**src/cms_pkg.sv**
```systemverilog
// ----------------------------------------------------------------------------
// cms_pkg
// Shared types, sizes and helpers for the counter machine step block.
// ----------------------------------------------------------------------------
package cms_pkg;

  // store sizes
  localparam int PROG_DEPTH  = 256;
  localparam int NUM_REGS    = 16;
  localparam int VALUE_WIDTH = 32;

  // derived widths
  localparam int PROG_AW = $clog2(PROG_DEPTH);
  localparam int REG_AW  = (NUM_REGS > 1) ? $clog2(NUM_REGS) : 1;

  // fixed field widths
  localparam int PC_W    = 9;
  localparam int LEN_W   = 9;
  localparam int IDX_W   = 8;
  localparam int ARG_W   = 8;
  localparam int CODE_W  = 2;
  localparam int WORD_W  = CODE_W + ARG_W;
  localparam int OUT_W   = 32;

  localparam logic [PC_W-1:0] PC_MAX = '1;

  // config register byte address bit and index
  localparam logic REG_PROGRAM_LENGTH = 1'b0;

  typedef enum logic [1:0] {
    OP_LOAD  = 2'd0,
    OP_WRITE = 2'd1,
    OP_STEP  = 2'd2,
    OP_READ  = 2'd3
  } op_t;

  typedef enum logic [1:0] {
    INS_INC   = 2'd0,
    INS_DEC   = 2'd1,
    INS_PRINT = 2'd2,
    INS_JMP   = 2'd3
  } instr_t;

  // register number reduced to the file size (8-bit input, a small table)
  function automatic logic [REG_AW-1:0] reg_sel(input logic [IDX_W-1:0] i);
    logic [15:0] r;
    r = 16'(i) % 16'(NUM_REGS);
    return r[REG_AW-1:0];
  endfunction

  // pc at or past the effective program length, or pinned at the top
  function automatic logic halted_of(input logic [PC_W-1:0] pc,
                                     input logic [LEN_W-1:0] len);
    logic [15:0] eff;
    eff = (16'(len) > 16'(PROG_DEPTH)) ? 16'(PROG_DEPTH) : 16'(len);
    return (16'(pc) >= eff) || (pc == PC_MAX);
  endfunction

  // saturating pc advance
  function automatic logic [PC_W-1:0] pc_add(input logic [PC_W-1:0] pc,
                                             input logic [ARG_W-1:0] amt);
    logic [PC_W:0] sum;
    sum = {1'b0, pc} + (PC_W+1)'(amt);
    return sum[PC_W] ? PC_MAX : sum[PC_W-1:0];
  endfunction

  // register value to the 32-bit result fields
  function automatic logic [OUT_W-1:0] to_out(input logic [VALUE_WIDTH-1:0] v);
    logic [63:0] w;
    w = 64'(v);
    return w[OUT_W-1:0];
  endfunction

  // 32-bit written value to the register width
  function automatic logic [VALUE_WIDTH-1:0] from_in(input logic [OUT_W-1:0] v);
    logic [63:0] w;
    w = 64'(v);
    return w[VALUE_WIDTH-1:0];
  endfunction

endpackage

```
**src/cms_ram.sv**
```systemverilog
// ----------------------------------------------------------------------------
// cms_ram
// Generic single-write, single-read synchronous RAM with registered read.
// ----------------------------------------------------------------------------
module cms_ram #(
  parameter int WIDTH = 8,
  parameter int DEPTH = 16,
  localparam int AW = (DEPTH > 1) ? $clog2(DEPTH) : 1
) (
  input  logic             clk,
  input  logic             wr_en,
  input  logic [AW-1:0]    wr_addr,
  input  logic [WIDTH-1:0] wr_data,
  input  logic             rd_en,
  input  logic [AW-1:0]    rd_addr,
  output logic [WIDTH-1:0] rd_data
);

  logic [WIDTH-1:0] mem [DEPTH];

  // write port and registered read, data holds while no read is issued
  always_ff @(posedge clk) begin
    if (wr_en) begin
      mem[wr_addr] <= wr_data;
    end
    if (rd_en) begin
      rd_data <= mem[rd_addr];
    end
  end

endmodule

```
**src/counter_machine_step.sv**
```systemverilog
// ----------------------------------------------------------------------------
// counter_machine_step
// Counter machine interpreter: loads program words, writes and reads
// registers and executes one instruction per step word.
//
//   channel | dir | handshake           | contents
//   --------+-----+---------------------+-----------------------------------
//   in      | in  | in_valid / in_stall  | opcode index instr_code operand value
//   out     | out | out_valid / out_stall| print_valid print_value halted
//           |     |                     |   pc_now read_value
//   cfg     | in  | APB psel/penable    | program_length at address 0
//
// A load, write, read or halted step goes from accept through S_FINISH to the result.
// A running step passes through program word read, register read, then
// execute and write back; the two registered RAM reads set this order.
// Reset clears pc, program length and the register valid bits, so every
// register reads zero until written; no clearing pass is needed.
// A stalled result holds the block in its last state; write back and pc
// update happen only when the result word moves to the output register.
// ----------------------------------------------------------------------------
module counter_machine_step (
  input  logic        clk,
  input  logic        rst,
  // input channel
  input  logic        in_valid,
  output logic        in_stall,
  input  logic [1:0]  opcode,
  input  logic [7:0]  index,
  input  logic [1:0]  instr_code,
  input  logic [7:0]  operand,
  input  logic [31:0] value,
  // output channel
  output logic        out_valid,
  input  logic        out_stall,
  output logic        print_valid,
  output logic [31:0] print_value,
  output logic        halted,
  output logic [8:0]  pc_now,
  output logic [31:0] read_value,
  // configuration port
  input  logic        psel,
  input  logic        penable,
  input  logic        pwrite,
  input  logic [2:0]  paddr,
  input  logic [31:0] pwdata,
  output logic [31:0] prdata,
  output logic        pready
);

  typedef enum logic [1:0] {
    S_IDLE,
    S_FETCH,
    S_EXEC,
    S_FINISH
  } state_t;

  state_t                         state;
  logic [cms_pkg::PC_W-1:0]       pc;
  logic [cms_pkg::LEN_W-1:0]      program_length;
  logic [cms_pkg::NUM_REGS-1:0]   reg_valid;
  logic                           reg_ok;
  cms_pkg::op_t                   op_q;

  logic                           accept;
  logic                           out_free;
  logic                           out_load;
  logic                           running;

  // program RAM ports
  logic                           prog_we;
  logic [cms_pkg::PROG_AW-1:0]    prog_waddr;
  logic [cms_pkg::WORD_W-1:0]     prog_wdata;
  logic                           prog_re;
  logic [cms_pkg::PROG_AW-1:0]    prog_raddr;
  logic [cms_pkg::WORD_W-1:0]     prog_q;

  // register RAM ports
  logic                           reg_we;
  logic [cms_pkg::REG_AW-1:0]     reg_waddr;
  logic [cms_pkg::VALUE_WIDTH-1:0] reg_wdata;
  logic                           reg_re;
  logic [cms_pkg::REG_AW-1:0]     reg_raddr;
  logic [cms_pkg::VALUE_WIDTH-1:0] reg_q;

  // execute datapath
  cms_pkg::instr_t                 icode;
  logic [cms_pkg::ARG_W-1:0]       arg;
  logic [cms_pkg::VALUE_WIDTH-1:0] rv;
  logic [cms_pkg::VALUE_WIDTH-1:0] wb_data;
  logic                            wb_en;
  logic [cms_pkg::PC_W-1:0]        pc_next;
  logic                            pv_next;
  logic [15:0]                     idx_ext;
  logic [15:0]                     pc_ext;
  logic                            cfg_wr;

  assign accept   = in_valid && !in_stall;
  assign in_stall = (state != S_IDLE);
  assign out_free = !out_valid || !out_stall;
  assign out_load = ((state == S_EXEC) || (state == S_FINISH)) && out_free;
  assign running  = !cms_pkg::halted_of(pc, program_length);

  assign idx_ext = 16'(index);
  assign pc_ext  = 16'(pc);

  // config register access
  assign pready = 1'b1;
  assign cfg_wr = psel && penable && pwrite && pready &&
                  (paddr[2] == cms_pkg::REG_PROGRAM_LENGTH);
  assign prdata = (paddr[2] == cms_pkg::REG_PROGRAM_LENGTH) ?
                  32'(program_length) : 32'd0;

  // program store: load on accept, fetch at pc on every accepted step
  assign prog_we    = accept && (cms_pkg::op_t'(opcode) == cms_pkg::OP_LOAD) &&
                      (idx_ext < 16'(cms_pkg::PROG_DEPTH));
  assign prog_waddr = idx_ext[cms_pkg::PROG_AW-1:0];
  assign prog_wdata = {instr_code, operand};
  assign prog_re    = accept && (cms_pkg::op_t'(opcode) == cms_pkg::OP_STEP);
  assign prog_raddr = pc_ext[cms_pkg::PROG_AW-1:0];

  // fetched word fields and register operand
  assign icode = cms_pkg::instr_t'(prog_q[cms_pkg::WORD_W-1:cms_pkg::ARG_W]);
  assign arg   = prog_q[cms_pkg::ARG_W-1:0];
  assign rv    = reg_ok ? reg_q : '0;

  // instruction execute
  always_comb begin
    wb_en   = 1'b0;
    wb_data = rv;
    pv_next = 1'b0;
    pc_next = pc;
    case (icode)
      cms_pkg::INS_INC: begin
        wb_en   = 1'b1;
        wb_data = rv + 1'b1;
        pc_next = cms_pkg::pc_add(pc, 8'd1);
      end
      cms_pkg::INS_DEC: begin
        if (rv == '0) begin
          pc_next = cms_pkg::pc_add(pc, 8'd2);
        end else begin
          wb_en   = 1'b1;
          wb_data = rv - 1'b1;
          pc_next = cms_pkg::pc_add(pc, 8'd1);
        end
      end
      cms_pkg::INS_PRINT: begin
        pv_next = 1'b1;
        pc_next = cms_pkg::pc_add(pc, 8'd1);
      end
      cms_pkg::INS_JMP: begin
        pc_next = cms_pkg::pc_add(pc, arg);
      end
      default: begin
        pc_next = pc;
      end
    endcase
  end

  // register file ports: host write on accept, write back at commit
  always_comb begin
    reg_we    = 1'b0;
    reg_waddr = cms_pkg::reg_sel(index);
    reg_wdata = cms_pkg::from_in(value);
    reg_re    = 1'b0;
    reg_raddr = cms_pkg::reg_sel(index);
    if (accept && (cms_pkg::op_t'(opcode) == cms_pkg::OP_WRITE)) begin
      reg_we = 1'b1;
    end
    if (accept && (cms_pkg::op_t'(opcode) == cms_pkg::OP_READ)) begin
      reg_re = 1'b1;
    end
    if (state == S_FETCH) begin
      reg_re    = 1'b1;
      reg_raddr = cms_pkg::reg_sel(arg);
    end
    if ((state == S_EXEC) && out_free && wb_en) begin
      reg_we    = 1'b1;
      reg_waddr = cms_pkg::reg_sel(arg);
      reg_wdata = wb_data;
    end
  end

  cms_ram #(
    .WIDTH (cms_pkg::WORD_W),
    .DEPTH (cms_pkg::PROG_DEPTH)
  ) u_prog_ram (
    .clk     (clk),
    .wr_en   (prog_we),
    .wr_addr (prog_waddr),
    .wr_data (prog_wdata),
    .rd_en   (prog_re),
    .rd_addr (prog_raddr),
    .rd_data (prog_q)
  );

  cms_ram #(
    .WIDTH (cms_pkg::VALUE_WIDTH),
    .DEPTH (cms_pkg::NUM_REGS)
  ) u_reg_ram (
    .clk     (clk),
    .wr_en   (reg_we),
    .wr_addr (reg_waddr),
    .wr_data (reg_wdata),
    .rd_en   (reg_re),
    .rd_addr (reg_raddr),
    .rd_data (reg_q)
  );

  // sequencer, machine state and output word register
  always_ff @(posedge clk) begin
    if (rst) begin
      state          <= S_IDLE;
      pc             <= '0;
      program_length <= '0;
      reg_valid      <= '0;
      reg_ok         <= 1'b0;
      op_q           <= cms_pkg::OP_LOAD;
      out_valid      <= 1'b0;
    end else begin
      if (cfg_wr) begin
        program_length <= pwdata[cms_pkg::LEN_W-1:0];
      end
      // output word: load a new one or drop the one taken
      if (out_load) begin
        out_valid <= 1'b1;
      end else if (!out_stall) begin
        out_valid <= 1'b0;
      end
      if (reg_we) begin
        reg_valid[reg_waddr] <= 1'b1;
      end
      if (reg_re) begin
        reg_ok <= reg_valid[reg_raddr];
      end
      case (state)
        S_IDLE: begin
          if (accept) begin
            op_q <= cms_pkg::op_t'(opcode);
            if ((cms_pkg::op_t'(opcode) == cms_pkg::OP_STEP) && running) begin
              state <= S_FETCH;
            end else begin
              state <= S_FINISH;
            end
          end
        end
        S_FETCH: begin
          state <= S_EXEC;
        end
        S_EXEC: begin
          if (out_free) begin
            pc          <= pc_next;
            print_valid <= pv_next;
            print_value <= pv_next ? cms_pkg::to_out(rv) : '0;
            halted      <= cms_pkg::halted_of(pc_next, program_length);
            pc_now      <= pc_next;
            read_value  <= '0;
            state       <= S_IDLE;
          end
        end
        S_FINISH: begin
          if (out_free) begin
            print_valid <= 1'b0;
            print_value <= '0;
            halted      <= !running;
            pc_now      <= pc;
            read_value  <= (op_q == cms_pkg::OP_READ) ? cms_pkg::to_out(rv) : '0;
            state       <= S_IDLE;
          end
        end
        default: begin
          state <= S_IDLE;
        end
      endcase
    end
  end

endmodule
```
**config.mk**
```make
export PLATFORM = sky130hd
export DESIGN_NAME = counter_machine_step
export DESIGN_NICKNAME = d
export VERILOG_FILES = /design/src/cms_pkg.sv /design/src/cms_ram.sv /design/src/counter_machine_step.sv
export SDC_FILE = /design/constraint.sdc
export NUM_CORES = 2
export LEC_CHECK = 0
export ABC_AREA = 1
export BUFFER_PORTS_ARGS = -buffer_cell sky130_fd_sc_hd__buf_2
export CAP_MARGIN = 5
export CORE_ASPECT_RATIO = 1.25
export CORE_MARGIN = 2
export CORE_UTILIZATION = 40
export DETAILED_ROUTE_END_ITERATION = 8
export REMOVE_ABC_BUFFERS = 1
export SLEW_MARGIN = 20
export SYNTH_ARGS = -nofsm -noshare
export SYNTH_HDL_FRONTEND = slang
export SYNTH_SLANG_ARGS = --single-unit
```
**constraint.sdc**
```tcl
create_clock -name clk -period 5.3 [get_ports clk]
set_input_delay 0.53 -clock clk [delete_from_list [all_inputs] [get_ports clk]]
set_output_delay 0.53 -clock clk [all_outputs]
set_load 0.03 [all_outputs]
```
# Yosys cells after proc, flatten, opt, wreduce, memory -nomap -nowiden
# Memory sizes are Yosys's and may differ from the RTL's. A register that Yosys moved wholly into a read port is not among the register bits.
# Cells that the tools add are included.
word_totals:
  regBits: 115
  mem_bits_rw: 3072
  inputBits: 94
  elab_cells: 130
  mem_count: 2
op_classes:
  add_sub_neg: 5
  magnitude_cmp: 7
  n_eq_ne: 17
  n_mux: 50
  bitwise_logic: 3
  n_reduce_logical: 34
mem_list:
  columns: ["memory", "depth", "width", "rd", "rd_ports_with_merged_regs", "wr", "line", "text"]
  rows:
  - ["u_prog_ram.mem", 256, 10, 1, 1, 1, "cms_ram.sv:19", "logic [WIDTH-1:0] mem [DEPTH];"]
  - ["u_reg_ram.mem", 16, 32, 1, 1, 1, "cms_ram.sv:19", null]
ops:
  columns: ["cell", "n"]
  rows:
  - ["2-to-1 mux 32 bit", 8]
  - ["one-hot mux 32 bit (2 select lines)", 3]
  - ["2-to-1 mux 9 bit", 8]
  - ["adder 32 x 1 -> 32 bit, second input constant", 1]
  - ["logical NOT 32 bit", 1]
  - ["subtractor 32 x 1 -> 32 bit, second input constant", 1]
  - ["one-hot mux 9 bit (3 select lines)", 1]
  - ["== test 9 bit, second input constant", 2]
  - ["2-to-1 mux 1 bit", 18]
  - ["one-hot mux 9 bit (2 select lines)", 1]
  - [">= comparator 9 x 16 -> 1 bit", 1]
  - ["bitwise OR 16 bit", 1]
  - ["== test 2 bit, second input constant", 7]
  - ["logical AND 1 bit", 14]
  - ["adder 9 x 1 -> 10 bit, second input constant", 1]
  - ["adder 9 x 2 -> 10 bit, second input constant", 1]
  - ["adder 9 x 8 -> 10 bit", 1]
  - ["less-than comparator 4 x 5 -> 1 bit, second input constant", 2]
  - [">= comparator 9 bit", 1]
  - ["> comparator 9 bit, second input constant", 1]
  - ["less-than comparator 8 x 9 -> 1 bit, second input constant", 1]
  - ["2-to-1 mux 4 bit", 2]
  - ["== test 2 x 1 -> 1 bit, second input constant", 3]
  - ["logical NOT 2 bit", 3]
  - ["other kinds (15)", 33]

# Longest topological paths before layout
depth:
  word_depth: 11
  mapped_depth: 25
  depth_no_buf: 22

# Modules after synthesis
# From an unflattened synthesis, not the netlist that was laid out.
hier_totals:
  hier_cells: 12089
  area_unflattened_um2: 135906.6
modules_own_cells:
  columns: ["module", "instances", "cells_per_inst", "area_each_um2", "seq_area_each_um2"]
  rows:
  - ["cms_ram (u_prog_ram)", 1, 8656, 103818.3, 77174.0]
  - ["cms_ram (u_reg_ram)", 1, 2120, 23050.9, 16335.7]
  - ["counter_machine_step", 1, 1313, 9037.4, 3052.9]

# Least setup slack after synthesis
# No wires, ideal clock.
synth_path:
  path_kind: "input-to-reg"
  from: "input port rst"
  to: "register halted (enable)"
  setup_ps: 508
  arrival_time_ps: 4180
  setup_slack_ps: 611
  stages: 3
  n_path_buf: 2
  path_cell_list: "clkbuf_1 > buf_1 > nor2_1"
synth_between:
  elab_chain_cells: 2
synth_rtl:
  columns: ["item", "line", "text"]
  rows:
  - ["start: declaration", "counter_machine_step.sv:23", "input logic rst,"]
  - ["NOT 1 bit (no source line)", null, null]
  - ["AND reduction 4 bit (no source line)", null, null]
  - ["end signal: assignment", "counter_machine_step.sv:255", "halted <= cms_pkg::halted_of(pc_next, program_length);"]
  - ["end signal: assignment", "counter_machine_step.sv:265", "halted <= !running;"]
  - ["end: declaration", "counter_machine_step.sv:37", "output logic halted,"]
# No other way between the ends.
# A chain may end at the register's enable or synchronous reset.

# Worst setup path after layout
layout_path:
  from: "register reg_ok"
  to: "memory u_reg_ram.mem[5][2] in the netlist's numbering (enable)"
layout_between:
  elab_chain_cells: 8
layout_rtl:
  columns: ["item", "line", "text"]
  rows:
  - ["start: declaration", "counter_machine_step.sv:61", "logic reg_ok;"]
  - ["start signal: assignment", "counter_machine_step.sv:234", "reg_ok <= reg_valid[reg_raddr];"]
  - ["2-to-1 mux 32 bit *", "counter_machine_step.sv:124", "assign rv = reg_ok ? reg_q : '0;"]
  - ["logical NOT 32 bit *", "counter_machine_step.sv:139", "if (rv == '0) begin"]
  - ["2-to-1 mux 1 bit *", "counter_machine_step.sv:139", null]
  - ["one-hot mux 1 bit (2 select lines) *", "counter_machine_step.sv:132", "case (icode)"]
  - ["logical AND 1 bit *", "counter_machine_step.sv:177", "if ((state == S_EXEC) && out_free && wb_en) begin"]
  - ["2-to-1 mux 1 bit", "counter_machine_step.sv:177", null]
  - ["2-to-1 mux 1 bit", "cms_ram.sv:23", "if (wr_en) begin"]
  - ["2-to-1 mux 1 bit (not written as such)", "cms_ram.sv:24", "mem[wr_addr] <= wr_data;"]
  - ["end: declaration", "cms_ram.sv:19", null]
# Every way passes the cells marked *; elsewhere a longest branch is shown, timed or not.

==> summary.txt <==
Clocking
  – Hold-fix buffers, CTS: 9
  – Worst-path clk slew: roughly 70 ps
  – H-tree Lvls: 5
  – Cts repair resizes: 0
  – Post-CTS setup buffer count: 0
  – CTS Buf Count: approximately 330
  – Clk_lat worst skew: approximately 900 ps
  – CTS tree: done
  – Clock Tree Buf Depth: 4
  – CTS root buf: clkbuf_16
  – CTS Sinks: 3229

Timing
  – Fmax: ~240 MHz
  – RSZ-0062 raised after global routing: false
  – Skew final: a little under 60 ps
  – Max Slew Vio Count: 0
  – Tmin final: 4220 ps
  – Fin crit share: around four fifths
  – Final Hold Vio Count: 0
  – Setup violators final: 0
  – Measured slew at the worst slew-check pin: between 1000 and 1500 ps
  – Slew headroom: approximately a fifth

Min path
  – Worst Hold Class: in2reg

Setup path
  – Crit path kind: reg2reg
  – Worst Setup Start Kind: flop
  – CP Capture Point: u_reg_ram.mem[5][2]
  – Worst reg2reg setup slack: between 1000 and 1500 ps
  – Crit path launch: reg_ok
  – Worst Path Required: a little under 6000 ps
  – Crit path capture type: flop
  – FF-to-FF path depth: 14
  – Crit path max fanout: 53
  – R2R Path End: u_reg_ram.mem[5][2]
  – Worst path arrival time: about 4800 ps
  – Worst reg2reg startpoint: reg_ok

Route
  – Avg WL per Cell: 25.5 um
  – Drt first-iter violations: around 9.4k
  – Via-to-Cell Ratio: ~5.7
  – DR pass1 iterations: 7
  – Via count: approximately 86k
  – Post-Route WL: 382 mm
  – Drt drc: 0
  – Number of routed nets with antenna violations: 0

Floorplanning
  – DIE HEIGHT: about 640 um
  – Starting Density: ~40%
  – Die width: ~510 um
  – Die ar.: approximately 330000 um^2
  – Ports: roughly 200
  – Num rows: around 230
  – Core Footprint: about 320000 um^2

Yosys
  – Sequential share of the synthesized area: 74.0%
  – Synth Warn #: 0
  – Cell variety after synth: between 50 and 60
  – Mapped Area: ~130000 um^2
  – Synth Register Bits: 3229
  – Share of synthesized flip-flops with an asynchronous set or reset: 0%
  – EDFF count, synth: around 3.2k
  – Main flop type after synthesis: edfxtp_1
  – Syn avg cell area: roughly 13 um^2
  – Mapped Cells: about 10k

Global routing
  – Vias in the first global route: roughly 82k
  – Total grt overflow: 0
  – Global-route wire length before repair: 553 mm
  – Tot GR Track Use: 22.3%
  – Pin count of the biggest net entering global routing: 191
  – Initial antenna violation count: 12

Placement
  – Post-DP HPWL: around 220 mm
  – Placer Congestion: just over 0.9
  – IO Port Bufs: roughly 150
  – Placed insts: around 14k

Finish
  – Final nets: between 10k and 15k
  – Layout cell share with drive strength beyond 1: under 10%
  – Non-filler instance count after layout: approximately 15k
  – Layout Area Growth over Synthesis: 12.9%
  – FILL cells: roughly 29k
  – Core Util, Final: between 40 and 50%
  – Most frequent cells in the layout: edfxtp_1, nor2_1, o21ai_0
  – Commonest non-fill, non-tap cell in the layout: edfxtp_1

Power
  – Power per cell area: about 390 nW/um^2
  – Max VDD drop: about 250 uV
  – Pleak: slightly below 50 nW
  – Pwr Total: between 50 and 60 mW

Job
  – Max cap viols: 0

Outcome
  – Status: complete, no violations
==> power breakdown <==
part	total (mW)	internal, mW	switching, mW
clock network	22.9	13.2	9.66
registers	28.4	28.3	0.111
logic	6.74	1.64	5.10
==> routing by layer <==
metal | track usage [%] | wire length [um]
met5 | 0 | 23
met4 | 8.95 | 15700
met3 | 3.79 | 29700
met2 | 36.7 | 184000
met1 | 29.3 | 153000
==> cell usage after synthesis (41+ instances only) <==
cell	number	share of area (%)
o22ai_1	271	1.3
buf_1	41	0.12
a21oi_1	295	1.1
o211ai_1	264	1.5
buf_2	50	0.19
nor3_1	105	0.40
clkbuf_1	601	1.7
inv_1	172	0.49
o221ai_1	194	1.3
o21ai_0	1384	5.3
edfxtp_1	3189	73
nor2_1	2010	5.8
nand3_1	487	1.9
nand2_1	993	2.9
==> critical path: stages (launching register included) <==
cell and delay [ps]:
dfxtp_2 640, buf_4 450, nand2_2 290, nand2_1 170, nor2_1 70, nand2_1 170
nor2_8 90, nand3_4 90, nand2_8 250, o21ai_2 360, inv_2 90, nor3_2 270
nand2_1 150, inv_2 420, buf_12 280
==> layout make-up <==
type / count / area, um^2 / area share [%]
sequential: 3229 / 96600 / 65.6
multi-input combinational: 6293 / 30500 / 20.7
clock buffer: 411 / 8760 / 5.95
tap: 4248 / 5320 / 3.61
timing repair buffer: 435 / 3650 / 2.48
clock inverter: 175 / 1710 / 1.16
inverter: 192 / 749 / 0.509
antenna: 10 / 25.0 / 0.0170
==> how the worst min path moves through the flow <==
stage / startpoint / end / depth (start not counted)
floorplan: reg_valid[11] / reg_valid[11] / 2
global placement: reg_valid[11] / reg_valid[11] / 2
detailed placement: reg_valid[3] / reg_valid[3] / 2
CTS: pwdata[8] / program_length[8] / 3
global route: instr_code[1] / u_prog_ram.mem[54][9] / 1
finish: instr_code[1] / u_prog_ram.mem[54][9] / 1
==> cells by family (layout without fill, tap and decap cells) <==
family          count (synthesis)  after routing  synth area share [%]
simple gates                 3716           3716                  11.6
other cells                     2             34               0.00576
fa+ha+maj                      32             32                 0.313
mux                            31             31                 0.238
xor+xnor                       25             25                 0.168
compound gates               2465           2465                  10.9
flops                        3229           3229                  74.0
buf+inv                       913           1213                  2.77
==> per-stage QoR <==
stage / setup TNS (ps) / instance area (um^2) / hold slack [ps] / worst slack (ps)
floorplan: -2163320 / 128000 / 425 / -70570
global placement: 0 / 137000 / 443 / 1050
detailed placement: 0 / 137000 / 447 / 1050
CTS: 0 / 147000 / 3.91 / 1080
global route: 0 / 147000 / 52.5 / 897
finish: 0 / 147000 / 72.2 / 1080
==> sequential cells by signal, summed over array words and instances, names as in the netlist, 9 cells and up <==
register            count
u_reg_ram.mem         512
reg_valid              16
read_value             32
pc_now                  9
program_length          9
u_prog_ram.mem       2560
u_prog_ram.rd_data     10
u_reg_ram.rd_data      32
pc                      9
print_value            32
No activity file was read; power rests on OpenSTA's default activity.
